**config.mk**
```make
export PLATFORM = sky130hd
export DESIGN_NAME = double_ended_queue_top
export DESIGN_NICKNAME = d
export VERILOG_FILES = /design/src/hw/rtl/deq_pkg.sv /design/src/hw/rtl/deq_ram.sv /design/src/hw/rtl/deq_datapath.sv /design/src/hw/rtl/deq_ctrl.sv /design/src/hw/rtl/double_ended_queue_top.sv
export SDC_FILE = /design/constraint.sdc
export NUM_CORES = 1
export LEC_CHECK = 0
export ABC_CLOCK_PERIOD_IN_PS = 4800
export BUFFER_PORTS_ARGS = -buffer_cell sky130_fd_sc_hd__buf_4
export CORE_ASPECT_RATIO = 1.4
export CORE_MARGIN = 1.5
export CORE_UTILIZATION = 27
export DETAILED_ROUTE_END_ITERATION = 12
export SYNTH_ARGS = -nofsm -noshare
export SYNTH_HDL_FRONTEND = slang
export SYNTH_SLANG_ARGS = --single-unit
```
**constraint.sdc**
```tcl
create_clock -name clk -period 4.8 [get_ports clk]
set_clock_uncertainty 0.1 [all_clocks]
set_input_delay 0.96 -clock clk [delete_from_list [all_inputs] [get_ports clk]]
set_output_delay 0.96 -clock clk [all_outputs]
set_load 0.02 [all_outputs]
```
**src/hw/rtl/deq_pkg.sv**
```systemverilog
// Shared types and codes for the double-ended queue.
`timescale 1ns / 1ps
package deq_pkg;

  localparam int OP_W     = 3;
  localparam int STATUS_W = 2;
  localparam int DATA_W   = 32;

  localparam logic [OP_W-1:0] OP_PUSH_FRONT = 3'd0;
  localparam logic [OP_W-1:0] OP_PUSH_BACK  = 3'd1;
  localparam logic [OP_W-1:0] OP_POP_FRONT  = 3'd2;
  localparam logic [OP_W-1:0] OP_POP_BACK   = 3'd3;
  localparam logic [OP_W-1:0] OP_LIST       = 3'd4;
  localparam logic [OP_W-1:0] OP_CLEAR      = 3'd5;

  localparam logic [STATUS_W-1:0] STATUS_OK    = 2'd0;
  localparam logic [STATUS_W-1:0] STATUS_EMPTY = 2'd1;
  localparam logic [STATUS_W-1:0] STATUS_FULL  = 2'd2;

  typedef struct packed {
    logic latch;
    logic exec;
    logic load;
  } ctl_cmd_t;

  typedef struct packed {
    logic out_free;
    logic res_last;
  } ctl_sts_t;

endpackage

```
**src/hw/rtl/deq_ram.sv**
```systemverilog
// Generic single-write, single-read RAM with registered read data.
`timescale 1ns / 1ps
module deq_ram #(
  parameter int WIDTH = 32,
  parameter int DEPTH = 16
) (
  input  logic                     clk,
  input  logic                     wr_en,
  input  logic [$clog2(DEPTH)-1:0] wr_addr,
  input  logic [WIDTH-1:0]         wr_data,
  input  logic                     rd_en,
  input  logic [$clog2(DEPTH)-1:0] rd_addr,
  output logic [WIDTH-1:0]         rd_data
);

  logic [WIDTH-1:0] mem [DEPTH];

  always_ff @(posedge clk) begin
    if (wr_en) begin
      mem[wr_addr] <= wr_data;
    end
    if (rd_en) begin
      rd_data <= mem[rd_addr];
    end
  end

endmodule

```
**src/hw/rtl/deq_datapath.sv**
```systemverilog
// Queue pointers, ring storage and result register.
`timescale 1ns / 1ps
module deq_datapath #(
  parameter int DEPTH      = 16,
  parameter int VALUE_BITS = 32
) (
  input  logic                          clk,
  input  logic                          rst,
  input  logic [deq_pkg::OP_W-1:0]      op_in,
  input  logic [deq_pkg::DATA_W-1:0]    value_in,
  input  deq_pkg::ctl_cmd_t             cmd,
  output deq_pkg::ctl_sts_t             sts,
  output logic                          out_valid,
  input  logic                          out_ready,
  output logic [deq_pkg::STATUS_W-1:0]  out_status,
  output logic [deq_pkg::DATA_W-1:0]    out_value,
  output logic                          out_last,
  output logic                          out_empty
);

  localparam int AW = $clog2(DEPTH);
  localparam int CW = $clog2(DEPTH + 1);

  logic [deq_pkg::OP_W-1:0]     op_q;
  logic [VALUE_BITS-1:0]        val_q;
  logic [VALUE_BITS-1:0]        val_ext;
  logic [AW-1:0]                front, front_next;
  logic [CW-1:0]                count, count_next;
  logic [CW-1:0]                list_idx;
  logic [CW-1:0]                list_idx_inc;
  logic [deq_pkg::STATUS_W-1:0] res_status, res_status_next;
  logic                         res_ram, res_ram_next;
  logic                         res_list, res_list_next;
  logic                         is_empty, is_full;
  logic                         wr_en, rd_en;
  logic [AW-1:0]                wr_addr, rd_addr;
  logic [VALUE_BITS-1:0]        rd_data;
  logic [deq_pkg::DATA_W-1:0]   rd_out;
  logic [AW-1:0]                front_dec;

  function automatic logic [AW-1:0] ring_at(input logic [AW-1:0] base,
                                            input logic [CW-1:0] off);
    logic [CW:0] sum;
    sum = (CW+1)'(base) + (CW+1)'(off);
    if (sum >= (CW+1)'(DEPTH)) begin
      sum = sum - (CW+1)'(DEPTH);
    end
    return sum[AW-1:0];
  endfunction

  generate
    if (VALUE_BITS <= deq_pkg::DATA_W) begin : g_in_narrow
      assign val_ext = value_in[VALUE_BITS-1:0];
    end else begin : g_in_wide
      assign val_ext = {{(VALUE_BITS-deq_pkg::DATA_W){value_in[deq_pkg::DATA_W-1]}}, value_in};
    end
    if (VALUE_BITS >= deq_pkg::DATA_W) begin : g_out_wide
      assign rd_out = rd_data[deq_pkg::DATA_W-1:0];
    end else begin : g_out_narrow
      assign rd_out = {{(deq_pkg::DATA_W-VALUE_BITS){1'b0}}, rd_data};
    end
  endgenerate

  assign is_empty     = (count == '0);
  assign is_full      = (count == CW'(DEPTH));
  assign front_dec    = (front == '0) ? AW'(DEPTH - 1) : front - 1'b1;
  assign list_idx_inc = list_idx + 1'b1;

  assign sts.out_free = !out_valid || out_ready;
  assign sts.res_last = !res_list || (list_idx_inc == count);

  always_comb begin
    wr_en           = 1'b0;
    wr_addr         = front;
    rd_en           = 1'b0;
    rd_addr         = ring_at(front, list_idx_inc);
    front_next      = front;
    count_next      = count;
    res_status_next = deq_pkg::STATUS_OK;
    res_ram_next    = 1'b0;
    res_list_next   = 1'b0;
    if (cmd.exec) begin
      case (op_q)
        deq_pkg::OP_PUSH_FRONT,
        deq_pkg::OP_PUSH_BACK: begin
          if (is_full) begin
            res_status_next = deq_pkg::STATUS_FULL;
          end else begin
            wr_en      = 1'b1;
            count_next = count + 1'b1;
            if (op_q == deq_pkg::OP_PUSH_FRONT) begin
              wr_addr    = front_dec;
              front_next = front_dec;
            end else begin
              wr_addr = ring_at(front, count);
            end
          end
        end
        deq_pkg::OP_POP_FRONT,
        deq_pkg::OP_POP_BACK: begin
          if (is_empty) begin
            res_status_next = deq_pkg::STATUS_EMPTY;
          end else begin
            rd_en        = 1'b1;
            res_ram_next = 1'b1;
            count_next   = count - 1'b1;
            if (op_q == deq_pkg::OP_POP_FRONT) begin
              rd_addr    = front;
              front_next = ring_at(front, CW'(1));
            end else begin
              rd_addr = ring_at(front, count - 1'b1);
            end
          end
        end
        deq_pkg::OP_LIST: begin
          if (is_empty) begin
            res_status_next = deq_pkg::STATUS_EMPTY;
          end else begin
            rd_en         = 1'b1;
            rd_addr       = front;
            res_ram_next  = 1'b1;
            res_list_next = 1'b1;
          end
        end
        deq_pkg::OP_CLEAR: begin
          count_next = '0;
          front_next = '0;
        end
        default: begin
        end
      endcase
    end else if (cmd.load && res_list && !sts.res_last) begin
      rd_en = 1'b1;
    end
  end

  always_ff @(posedge clk) begin
    if (rst) begin
      front     <= '0;
      count     <= '0;
      out_valid <= 1'b0;
      res_list  <= 1'b0;
    end else begin
      front <= front_next;
      count <= count_next;
      if (cmd.exec) begin
        res_list <= res_list_next;
      end
      if (cmd.load) begin
        out_valid <= 1'b1;
      end else if (out_ready) begin
        out_valid <= 1'b0;
      end
    end
  end

  always_ff @(posedge clk) begin
    if (cmd.latch) begin
      op_q  <= op_in;
      val_q <= val_ext;
    end
    if (cmd.exec) begin
      res_status <= res_status_next;
      res_ram    <= res_ram_next;
      list_idx   <= '0;
    end else if (cmd.load && res_list && !sts.res_last) begin
      list_idx <= list_idx_inc;
    end
    if (cmd.load) begin
      out_status <= res_status;
      out_value  <= res_ram ? rd_out : '0;
      out_last   <= sts.res_last;
      out_empty  <= is_empty;
    end
  end

  deq_ram #(
    .WIDTH (VALUE_BITS),
    .DEPTH (DEPTH)
  ) u_ram (
    .clk     (clk),
    .wr_en   (wr_en),
    .wr_addr (wr_addr),
    .wr_data (val_q),
    .rd_en   (rd_en),
    .rd_addr (rd_addr),
    .rd_data (rd_data)
  );

endmodule

```
**src/hw/rtl/deq_ctrl.sv**
```systemverilog
// Controller state machine sequencing accept, execute and result load.
`timescale 1ns / 1ps
module deq_ctrl (
  input  logic              clk,
  input  logic              rst,
  input  logic              in_valid,
  output logic              in_ready,
  input  deq_pkg::ctl_sts_t sts,
  output deq_pkg::ctl_cmd_t cmd
);

  localparam logic [1:0] S_IDLE = 2'd0;
  localparam logic [1:0] S_EXEC = 2'd1;
  localparam logic [1:0] S_LOAD = 2'd2;

  logic [1:0] state, state_next;

  always_comb begin
    state_next = state;
    in_ready   = 1'b0;
    cmd        = '0;
    case (state)
      S_IDLE: begin
        in_ready  = 1'b1;
        cmd.latch = in_valid;
        if (in_valid) begin
          state_next = S_EXEC;
        end
      end
      S_EXEC: begin
        cmd.exec   = 1'b1;
        state_next = S_LOAD;
      end
      S_LOAD: begin
        if (sts.out_free) begin
          cmd.load = 1'b1;
          if (sts.res_last) begin
            state_next = S_IDLE;
          end
        end
      end
      default: begin
        state_next = S_IDLE;
      end
    endcase
  end

  always_ff @(posedge clk) begin
    if (rst) begin
      state <= S_IDLE;
    end else begin
      state <= state_next;
    end
  end

endmodule

```
**src/hw/rtl/double_ended_queue_top.sv**
```systemverilog
// Bounded double-ended queue: top level joining controller and datapath.
// Flow: an accepted input beat is latched, executed, then loaded as a result beat.
// A new item is taken only when the last is done; a list emits one word per cycle while the output is ready.
// Output back-pressure stretches the load step; one item is in work at a time.
// Reset clears pointers, count and control; the ring RAM is not cleared.
`timescale 1ns / 1ps
module double_ended_queue_top #(
  parameter int DEPTH      = 16,
  parameter int VALUE_BITS = 32
) (
  input  logic        clk,
  input  logic        rst,
  input  logic        s_axis_tvalid,
  output logic        s_axis_tready,
  input  logic [31:0] s_axis_tdata,   // [31:0] value
  input  logic [2:0]  s_axis_tuser,   // [2:0] op
  output logic        m_axis_tvalid,
  input  logic        m_axis_tready,
  output logic [31:0] m_axis_tdata,   // [31:0] value_out
  output logic [2:0]  m_axis_tuser,   // [1:0] status, [2] now_empty
  output logic        m_axis_tlast
);

  deq_pkg::ctl_cmd_t cmd;
  deq_pkg::ctl_sts_t sts;

  deq_ctrl u_ctrl (
    .clk      (clk),
    .rst      (rst),
    .in_valid (s_axis_tvalid),
    .in_ready (s_axis_tready),
    .sts      (sts),
    .cmd      (cmd)
  );

  deq_datapath #(
    .DEPTH      (DEPTH),
    .VALUE_BITS (VALUE_BITS)
  ) u_datapath (
    .clk        (clk),
    .rst        (rst),
    .op_in      (s_axis_tuser),
    .value_in   (s_axis_tdata),
    .cmd        (cmd),
    .sts        (sts),
    .out_valid  (m_axis_tvalid),
    .out_ready  (m_axis_tready),
    .out_status (m_axis_tuser[1:0]),
    .out_value  (m_axis_tdata),
    .out_last   (m_axis_tlast),
    .out_empty  (m_axis_tuser[2])
  );

  a_load_when_free: assert property (@(posedge clk) disable iff (rst)
    cmd.load |-> sts.out_free)
    else $error("result loaded over an untaken beat");

  a_one_in_work: assert property (@(posedge clk) disable iff (rst)
    (s_axis_tvalid && s_axis_tready) |=> !s_axis_tready)
    else $error("input accepted while an item is in work");

  a_full_not_empty: assert property (@(posedge clk) disable iff (rst)
    (m_axis_tvalid && m_axis_tuser[1:0] == deq_pkg::STATUS_FULL) |->
      (!m_axis_tuser[2] && m_axis_tlast && m_axis_tdata == '0))
    else $error("full status with bad companion fields");

  a_empty_flag: assert property (@(posedge clk) disable iff (rst)
    (m_axis_tvalid && m_axis_tuser[1:0] == deq_pkg::STATUS_EMPTY) |->
      (m_axis_tuser[2] && m_axis_tlast && m_axis_tdata == '0))
    else $error("empty status with bad companion fields");

endmodule
```
==> run metrics, run 1 <==
Remaining DRCs=0; syn_area_per_cell=13.36 um^2; Synth cell types=57; wire per inst=19.21 um; Site Rows=132; die area=94,820 um^2; total CTS buffers=54; Power per Cell Area=382.6 nW/um^2; Total Wirelength=61,470 um; hold_sp=u_datapath.res_status[1]$_DFFE_PN_; post-synth top area share=0.7394; clock tree buffer depth=3; H-tree Lvls=2; Seq cells post-synth=636; Initial Utilization=0.2718; NumNets Final=2,004; critical-path maximum fanout=39; Final Setup Violations=0; WP data arrival=4190 ps; Root Buffer=clkbuf_16; TritonCTS clock tree=yes; ys flop type=edfxtp_1; pin count of the biggest net entering global routing=146; Hold Path Class=reg2reg; Worst setup EP type=flip-flop; vias=14,955; initial DRC count=1,165; max-cap viol count=0; post-route ant nets=0; final setup TNS=0 ps; Seq/Total Area, Yosys=0.7538; RSZ-0062 raised after global routing=no; critical path launch point type=flip-flop; Syn Inst Count=1,879; Clock Sinks=636; All-Layer GR Usage=0.1281; r2r startpoint=u_datapath.op_q[1]$_DFFE_PP_; post-synthesis cell area=25,100 um^2; DRT Pass-1 Iters=7; Finished Layout Cells=3,199; initial antenna violation count=7; Syn-to-layout area delta=15.65%; post_cts resized=0; Post-synth EDFFs=618; final slew viol count=0; Synth top cells by count=618 x edfxtp_1, 539 x nand2_1, 265 x nand3_1; chip height=363.7 um; Req. time, crit path=5030 ps; Inst Count DP=3,097; first-pass GRT wire length=92,090 um; layout cells sized above 1=0.1140; # port buffers=76; number of global-route vias before repair=14,787; Synth area leaders=edfxtp_1 74%, nand2_1 8.1%, nand3_1 5.3%; die width=260.7 um; Mapped Nets=1,936; Synth async-reset ratio=0; leakage=9.519 nW; most common cell in the netlist=edfxtp_1; final hold vios=0; Clock transition at path regs=70 ps; vias per cell=4.675; RePlAce Congestion=0.8151; worst relative slew slack=0.3572; clk_lat worst skew=600 ps; # IOs=77; fmax=252.4 MHz; Placeable Area=92,320 um^2; post-DP HPWL=34,060 um; Post-CTS Setup Bufs=0; Layout Cell Area excl Fill=29,030 um^2; worst slew pin tran=964.3 ps; outcome=finished clean; VDD IR max=0.3005 mV; placed inst area=27,360 um^2; WS Path Type=reg2reg; yosys warns=0; crit path launch=u_datapath.op_q[1]$_DFFE_PP_; Synth area leader=edfxtp_1; fin crit period=3962 ps; fin crit share=0.8254; GRT overflow=0; number of hold buffers added after CTS=0; total power=11.11 mW
==> report_power, final <==
group	switching (mW)	leakage, nW	total, mW	internal, mW
registers	0.0934	5.73	6.26	6.16
logic	0.423	2.98	0.645	0.221
clock network	1.99	0.811	4.21	2.21
total	2.51	9.52	11.1	8.60
==> cells in the final DEF, fill, tap and decap left out, drive strengths merged, types with 29 or more instances in the layout <==
master	netlist	layout
nor2	47	47
nand4	64	64
nand3	265	265
and2	35	35
mux2i	34	34
nand2	539	539
clkinv	1	29
edfxtp	618	618
clkbuf	32	61
buf	72	116
==> path summary, 6_finish.rpt <==
path                                            endpoint  slack, ps  cells after the start
setup / recovery  u_datapath.u_ram.rd_data[14]$_DFFE_PP_        840                      9
hold / removal        u_datapath.out_status[1]$_DFFE_PP_        330                      0
setup reg to reg  u_datapath.u_ram.rd_data[14]$_DFFE_PP_        840                      9
hold reg to reg       u_datapath.out_status[1]$_DFFE_PP_        330                      0
==> critical path: stages, from the launching register on <==
cell      delay (ps)
edfxtp_1         620
nand2b_1         410
a211oi_4         720
nand2_1          280
o22ai_4          580
buf_12           330
buf_4            290
nand3_1          110
nand4_1          100
mux2i_1          100
==> cell families after synthesis <==
family | share of synthesized area
compound gates | 0.02094
buf+inv | 0.02114
xor+xnor | 0.007677
fa+ha+maj | 0.009871
mux | 0.01416
flops | 0.7538
simple gates | 0.1724
==> layer usage <==
metal,wire [um],global-route usage
met5,50,0
met4,1909,0.04681
met3,3001,0.02051
met2,31920,0.2318
met1,24580,0.1514
==> through the flow <==
| stage | hold WS [ps] | worst slack, ps | util |
|---|---|---|---|
| 2_1_floorplan | 300.3 | 367.8 | - |
| 3_3_place_gp | 313.7 | 868.5 | 0.2963 |
| 3_5_place_dp | 321.0 | 814.0 | 0.2963 |
| 4_1_cts | 337.9 | 803.5 | 0.3143 |
| 5_1_grt | 349.4 | 491.5 | 0.3143 |
| 6_report | 334.3 | 838.0 | 0.3144 |
==> state kept, by name, summed over array words and instances (netlist names), 3 cells and up <==
signal	flops
u_datapath.op_q	3
u_datapath.val_q	32
u_datapath.front	4
u_datapath.list_idx	5
u_datapath.u_ram.rd_data	32
u_datapath.u_ram.mem	512
u_datapath.out_value	32
u_datapath.count	5
==> layout make-up <==
cell class | instances | area (um^2)
clock inverters | 39 | 264.0
inverters | 13 | 48.80
clock buffers | 61 | 1399
repair buffers | 116 | 1046
well taps | 1206 | 1509
diodes | 2 | 5.005
fillers | 8953 | 63300
flip-flops and latches | 636 | 18920
multi-input cells | 1126 | 5837
(Power assumes the default switching activity.)
==> run 2, diff against run 1 <==
--- a/config.mk
+++ b/config.mk
@@ -5,7 +5,8 @@
 export SDC_FILE = /design/constraint.sdc
 export NUM_CORES = 1
 export LEC_CHECK = 0
-export ABC_CLOCK_PERIOD_IN_PS = 4800
+export ABC_AREA = 1
+export ABC_CLOCK_PERIOD_IN_PS = 4100
 export BUFFER_PORTS_ARGS = -buffer_cell sky130_fd_sc_hd__buf_4
 export CORE_ASPECT_RATIO = 1.4
 export CORE_MARGIN = 1.5
==> constraint.sdc (replaced) <==
create_clock -name clk -period 4.1 [get_ports clk]
set_clock_uncertainty 0.1 [all_clocks]
set_input_delay 0.82 -clock clk [delete_from_list [all_inputs] [get_ports clk]]
set_output_delay 0.82 -clock clk [all_outputs]
set_load 0.02 [all_outputs]
==> run metrics, run 2 <==
Synth area leaders=edfxtp_1 71%, nand3_1 13%, nand2_1 7.0%; die area=99,140 um^2; Initial Utilization=0.2717; WS Path Type=reg2reg; worst slew pin tran=993.8 ps; All-Layer GR Usage=0.1393; clock tree buffer depth=3; max-cap viol count=0; reg2reg path depth=9; setup slack at placement=798.0 ps; final setup TNS=0 ps; first-pass GRT wire length=105,000 um; syn_area_per_cell=11.94 um^2; post-route setup slack=789.6 ps; RePlAce Congestion=0.8114; pin count of the biggest net entering global routing=151; vias per cell=4.720; WL met2=36,660 um; GRT overflow=0; die width=266.5 um; # port buffers=76; Clock Sinks=636; total CTS buffers=57; Synth top cells by count=696 x nand3_1, 618 x edfxtp_1, 492 x nand2_1; Synth area leader=edfxtp_1; worst relative slew slack=0.3359; most common cell in the netlist=nand3_1; NumNets Final=2,303; TritonCTS clock tree=yes; leakage=10.97 nW; critical path launch point type=flip-flop; post-synthesis cell area=26,250 um^2; WP data arrival=3530 ps; Seq cells post-synth=636; r2r setup slk=790 ps; Req. time, crit path=4320 ps; # IOs=77; post_cts resized=0; VDD IR max=0.3377 mV; worst hold path depth=1; Hold Path Class=in2reg; WL met1=28,070 um; yosys warns=0; Total Wirelength=69,900 um; fin crit period=3310 ps; H-tree Lvls=2; Root Buffer=clkbuf_16; most common cell after layout, fill and taps aside=nand3_1; post-route ant nets=0; Syn Inst Count=2,198; Mapped Nets=2,255; placed inst area=28,580 um^2; Post-synth EDFFs=618; clk_lat worst skew=630 ps; Layout Cell Area excl Fill=30,500 um^2; final hold vios=0; vias=16,963; post-DP HPWL=38,600 um; Synth cell types=35; met3 routed WL=3021 um; number of hold buffers added after CTS=0; RSZ-0062 raised after global routing=no; Power per Cell Area=472.6 nW/um^2; max FFs per register=512; Post-CTS Setup Bufs=0; most frequent cells in the layout=696 x nand3_1, 618 x edfxtp_1, 490 x nand2_1, 110 x buf_4, 88 x inv_1; layout cells sized above 1=0.1112; outcome=finished clean; number of global-route vias before repair=16,552; ys flop type=edfxtp_1; fmax=302.1 MHz; largest reg by FF count=u_datapath.u_ram.mem; Synth async-reset ratio=0; initial DRC count=1,518; fin crit share=0.8074; final slew viol count=0; max layer used=met4; initial antenna violation count=0; wire per inst=19.45 um; post-synth top area share=0.7069; Remaining DRCs=0; Clock transition at path regs=70 ps; Seq/Total Area, Yosys=0.7206; Syn-to-layout area delta=16.17%; Placeable Area=96,620 um^2; Site Rows=135; critical-path maximum fanout=16; Final Setup Violations=0; DRT Pass-1 Iters=5; Worst setup EP type=flip-flop; chip height=372.0 um; Antenna diodes=0
## run 2: stage by stage
step | util | power [mW] | std cells | hold WS, ps
global route | 0.3157 | 14.92 | 3594 | 246.9
floorplan | - | 8.446 | 2198 | 300.3
finish | 0.3157 | 14.41 | 3594 | 261.6
global placement | 0.2958 | 8.959 | 3488 | 305.8
detailed placement | 0.2958 | 8.974 | 3488 | 308.4
CTS | 0.3157 | 14.53 | 3594 | 235.2
## run 2: critical path, stage by stage (launching register included)
cell and delay (ps):
dfxtp_1 410, ha_1 270, fa_1 440, xor2_1 170, nand2_1 60, nand2_1 50
o21ai_0 300, nand2_1 310, nor2_4 610, buf_12 270
## run 2: cells by family (layout without fill, tap and decap cells)
group                      Yosys count  count (layout)  share of synthesized area
and+or+nand+nor                   1249            1249                     0.2152
DFF                                636             636                     0.7206
buffers and inverters              232             327                    0.03965
AOI/OAI and AO/OA                   49              49                    0.01044
adders and majority gates           18              18                   0.009436
xor gates and xnor gates            14              14                   0.004670
## run 2: worst paths after layout
kind | from | to
worst min-delay path | s_axis_tdata[30] | u_datapath.val_q[30]$_DFFE_PP_
worst max-delay path | u_datapath.front[0]$_SDFFE_PP0P_ | u_datapath.u_ram.mem[8][22]$_DFFE_PP_
worst min register to register | u_datapath.res_status[1]$_DFFE_PN_ | u_datapath.out_status[1]$_DFFE_PP_
worst max register to register | u_datapath.front[0]$_SDFFE_PP0P_ | u_datapath.u_ram.mem[8][22]$_DFFE_PP_
## run 2: where the power goes
part	internal [mW]	total [mW]	switching, mW
Clock	3.14	5.60	2.46
Sequential	7.24	7.37	0.126
Combinational	0.455	1.44	0.990
Total	10.8	14.4	3.58
## run 2: cell type report
cell class	instances	area, um^2
Clock inverter	38	451.7
Multi-Input combinational cell	1330	6497
Inverter	93	349.1
Clock buffer	68	1468
Tap cell	1301	1628
Timing Repair Buffer	128	1186
Fill cell	9697	66120
Sequential cell	636	18920
## run 2: routing by layer
| metal | GRT usage | up-vias |
|---|---|---|
| met2 | 0.2533 | 471 |
| met3 | 0.01308 | 107 |
| met5 | 0 | - |
| li1 | - | 7962 |
| met1 | 0.1705 | 8423 |
| met4 | 0.05048 | 0 |
==> run 3, diff against run 2 <==
--- a/config.mk
+++ b/config.mk
@@ -6,7 +6,7 @@
 export NUM_CORES = 1
 export LEC_CHECK = 0
 export ABC_AREA = 1
-export ABC_CLOCK_PERIOD_IN_PS = 4100
+export ABC_CLOCK_PERIOD_IN_PS = 2800
 export BUFFER_PORTS_ARGS = -buffer_cell sky130_fd_sc_hd__buf_4
 export CORE_ASPECT_RATIO = 1.4
 export CORE_MARGIN = 1.5
==> constraint.sdc (replaced) <==
create_clock -name clk -period 2.8 [get_ports clk]
set_clock_uncertainty 0.1 [all_clocks]
set_input_delay 0.56 -clock clk [delete_from_list [all_inputs] [get_ports clk]]
set_output_delay 0.56 -clock clk [all_outputs]
set_load 0.02 [all_outputs]
==> run metrics, run 3 (same netlist as run 2, synthesis figures left out) <==
post-DP HPWL=42,750 um; Antenna diodes=0; chip height=372.0 um; VDD IR max=0.4957 mV; vias per cell=4.786; H-tree Lvls=2; wire per inst=19.93 um; clk_lat worst skew=660 ps; Power per Cell Area=650.0 nW/um^2; Comb power frac=0.137; GRT overflow=0; TritonCTS clock tree=yes; Site Rows=135; setup slack at placement=-109.0 ps; number of global-route vias before repair=17,944; Sw Ratio=0.2524; fin crit period=2792 ps; RSZ-0062 raised after global routing=yes; # port buffers=76; first-pass GRT wire length=109,400 um; fmax=358.2 MHz; Switch Pwr=5.488 mW; Inst Count DP=3,590; post-route ant nets=0; vias=18,043; layout cells sized above 1=0.1993; fin crit share=0.9972; DRT Pass-1 Iters=5; leakage=12.35 nW; max-cap viol count=0; max FFs per register=512; Total Wirelength=75,150 um; r2r startpoint=u_datapath.count[0]$_SDFFE_PP0P_; Placeable Area=96,620 um^2; Remaining DRCs=0; RePlAce Congestion=0.8262; Seq pwr share=0.495; Root Buffer=clkbuf_16; placed inst area=30,070 um^2; hold_sp=s_axis_tdata[10]; Worst setup EP type=flip-flop; initial antenna violation count=0; outcome=finished clean; most frequent cells in the layout=642 x nand3_1, 618 x edfxtp_1, 472 x nand2_1, 158 x buf_4, 84 x inv_1; worst relative slew slack=0.5275; final slew viol count=0; Finished Layout Cells=3,770; Final Setup Violations=0; initial DRC count=1,494; Initial Utilization=0.2717; WP data arrival=3210 ps; critical-path maximum fanout=5; worst slew pin tran=708.7 ps; All-Layer GR Usage=0.1445; # IOs=77; total power=21.74 mW; clock tree buffer depth=3; Req. time, crit path=3220 ps; most common cell after layout, fill and taps aside=nand3_1; final hold vios=0; Clock Sinks=636; critical path launch point type=flip-flop; Hold Path Class=in2reg; crit path launch=u_datapath.count[0]$_SDFFE_PP0P_; post-route setup slack=7.871 ps; die area=99,140 um^2; largest reg by FF count=u_datapath.u_ram.mem; Syn-to-layout area delta=27.41%; die width=266.5 um; total CTS buffers=58; final setup TNS=0 ps; pin count of the biggest net entering global routing=90; WS Path Type=reg2reg; Layout Cell Area excl Fill=33,450 um^2; Internal Power=16.25 mW; Clock transition at path regs=70 ps; clock share of power=0.368; NumNets Final=2,476
## run 3: changes by cell type in the layout (fill, tap and decap cells not counted), moves of 10 or more
cell,before,now
nand2_1,490,472
nand3_2,1,54
buf_4,110,158
nand3_1,696,642
clkbuf_16,57,75
dlygate4sd3_1,0,30
buf_6,0,13
nand2_2,4,20
buf_12,18,73
clkinv_1,6,16
## run 3: final timing paths
| check | slack (ps) | to | cells past startpoint |
|---|---|---|---|
| worst max-delay path | 8 | u_datapath.u_ram.rd_data[10]$_DFFE_PP_ | 18 |
| worst min-delay path | 20 | u_datapath.val_q[10]$_DFFE_PP_ | 1 |
| worst max register to register | 8 | u_datapath.u_ram.rd_data[10]$_DFFE_PP_ | 18 |
| worst min register to register | 320 | u_datapath.out_status[1]$_DFFE_PP_ | 0 |
## run 3: power groups by stage
stage                     clock network [mW]  logic (mW)  registers, mW
after detailed placement                   0        2.51           11.0
after global routing                    8.49        3.24           10.8
after floorplan                            0        1.45           10.9
final                                   8.00        2.97           10.8
after global placement                     0        2.50           11.0
after CTS                               8.16        2.61           10.8
## run 3: cell type report
cell class / count / area [um^2]
Fill cell: 9525 / 63170
Sequential cell: 636 / 18930
Multi-Input combinational cell: 1330 / 6934
Timing Repair Buffer: 300 / 3705
Tap cell: 1301 / 1628
Clock buffer: 65 / 1478
Clock inverter: 45 / 424.2
Inverter: 93 / 356.6
## run 3: critical path, stage by stage, from the launching register on
cell	delay [ps]
dfxtp_4	380
inv_6	50
ha_2	200
xor2_2	150
ha_1	340
nand3_2	90
nand3_2	90
inv_1	70
nand2_2	90
nand3_2	80
nand2_2	80
nand3_2	90
buf_6	140
a21oi_4	170
buf_8	170
clkbuf_16	170
buf_4	100
nand2_1	50
nand2_1	60
## run 3: through the flow
| stage | hold slack (ps) | util |
|---|---|---|
| 6_report | 23.98 | 0.3462 |
| 5_1_grt | 7.317 | 0.3462 |
| 4_1_cts | 1.656 | 0.3354 |
| 3_5_place_dp | 309.3 | 0.3112 |
| 3_3_place_gp | 307.0 | 0.3112 |
| 2_1_floorplan | 300.3 | - |
## run 3: repair_timing
item | in CTS | in global routing
cloned | 1 | 18
endpoints found under the setup margin | 85 | 529
buffers inserted | 6 | 16
resized for setup | 14 | 121
hold buffers | 30 | 0
endpoints found under the hold margin | 30 | 0
pin swaps | 2 | 46
## run 3: layer usage
layer / global-route usage / wire [um] / up-vias
li1: - / - / 8313
met3: 0.01856 / 3552 / 126
met2: 0.2658 / 39870 / 549
met4: 0.05267 / 2256 / 0
met1: 0.1710 / 29470 / 9055
met5: 0 / 0 / -
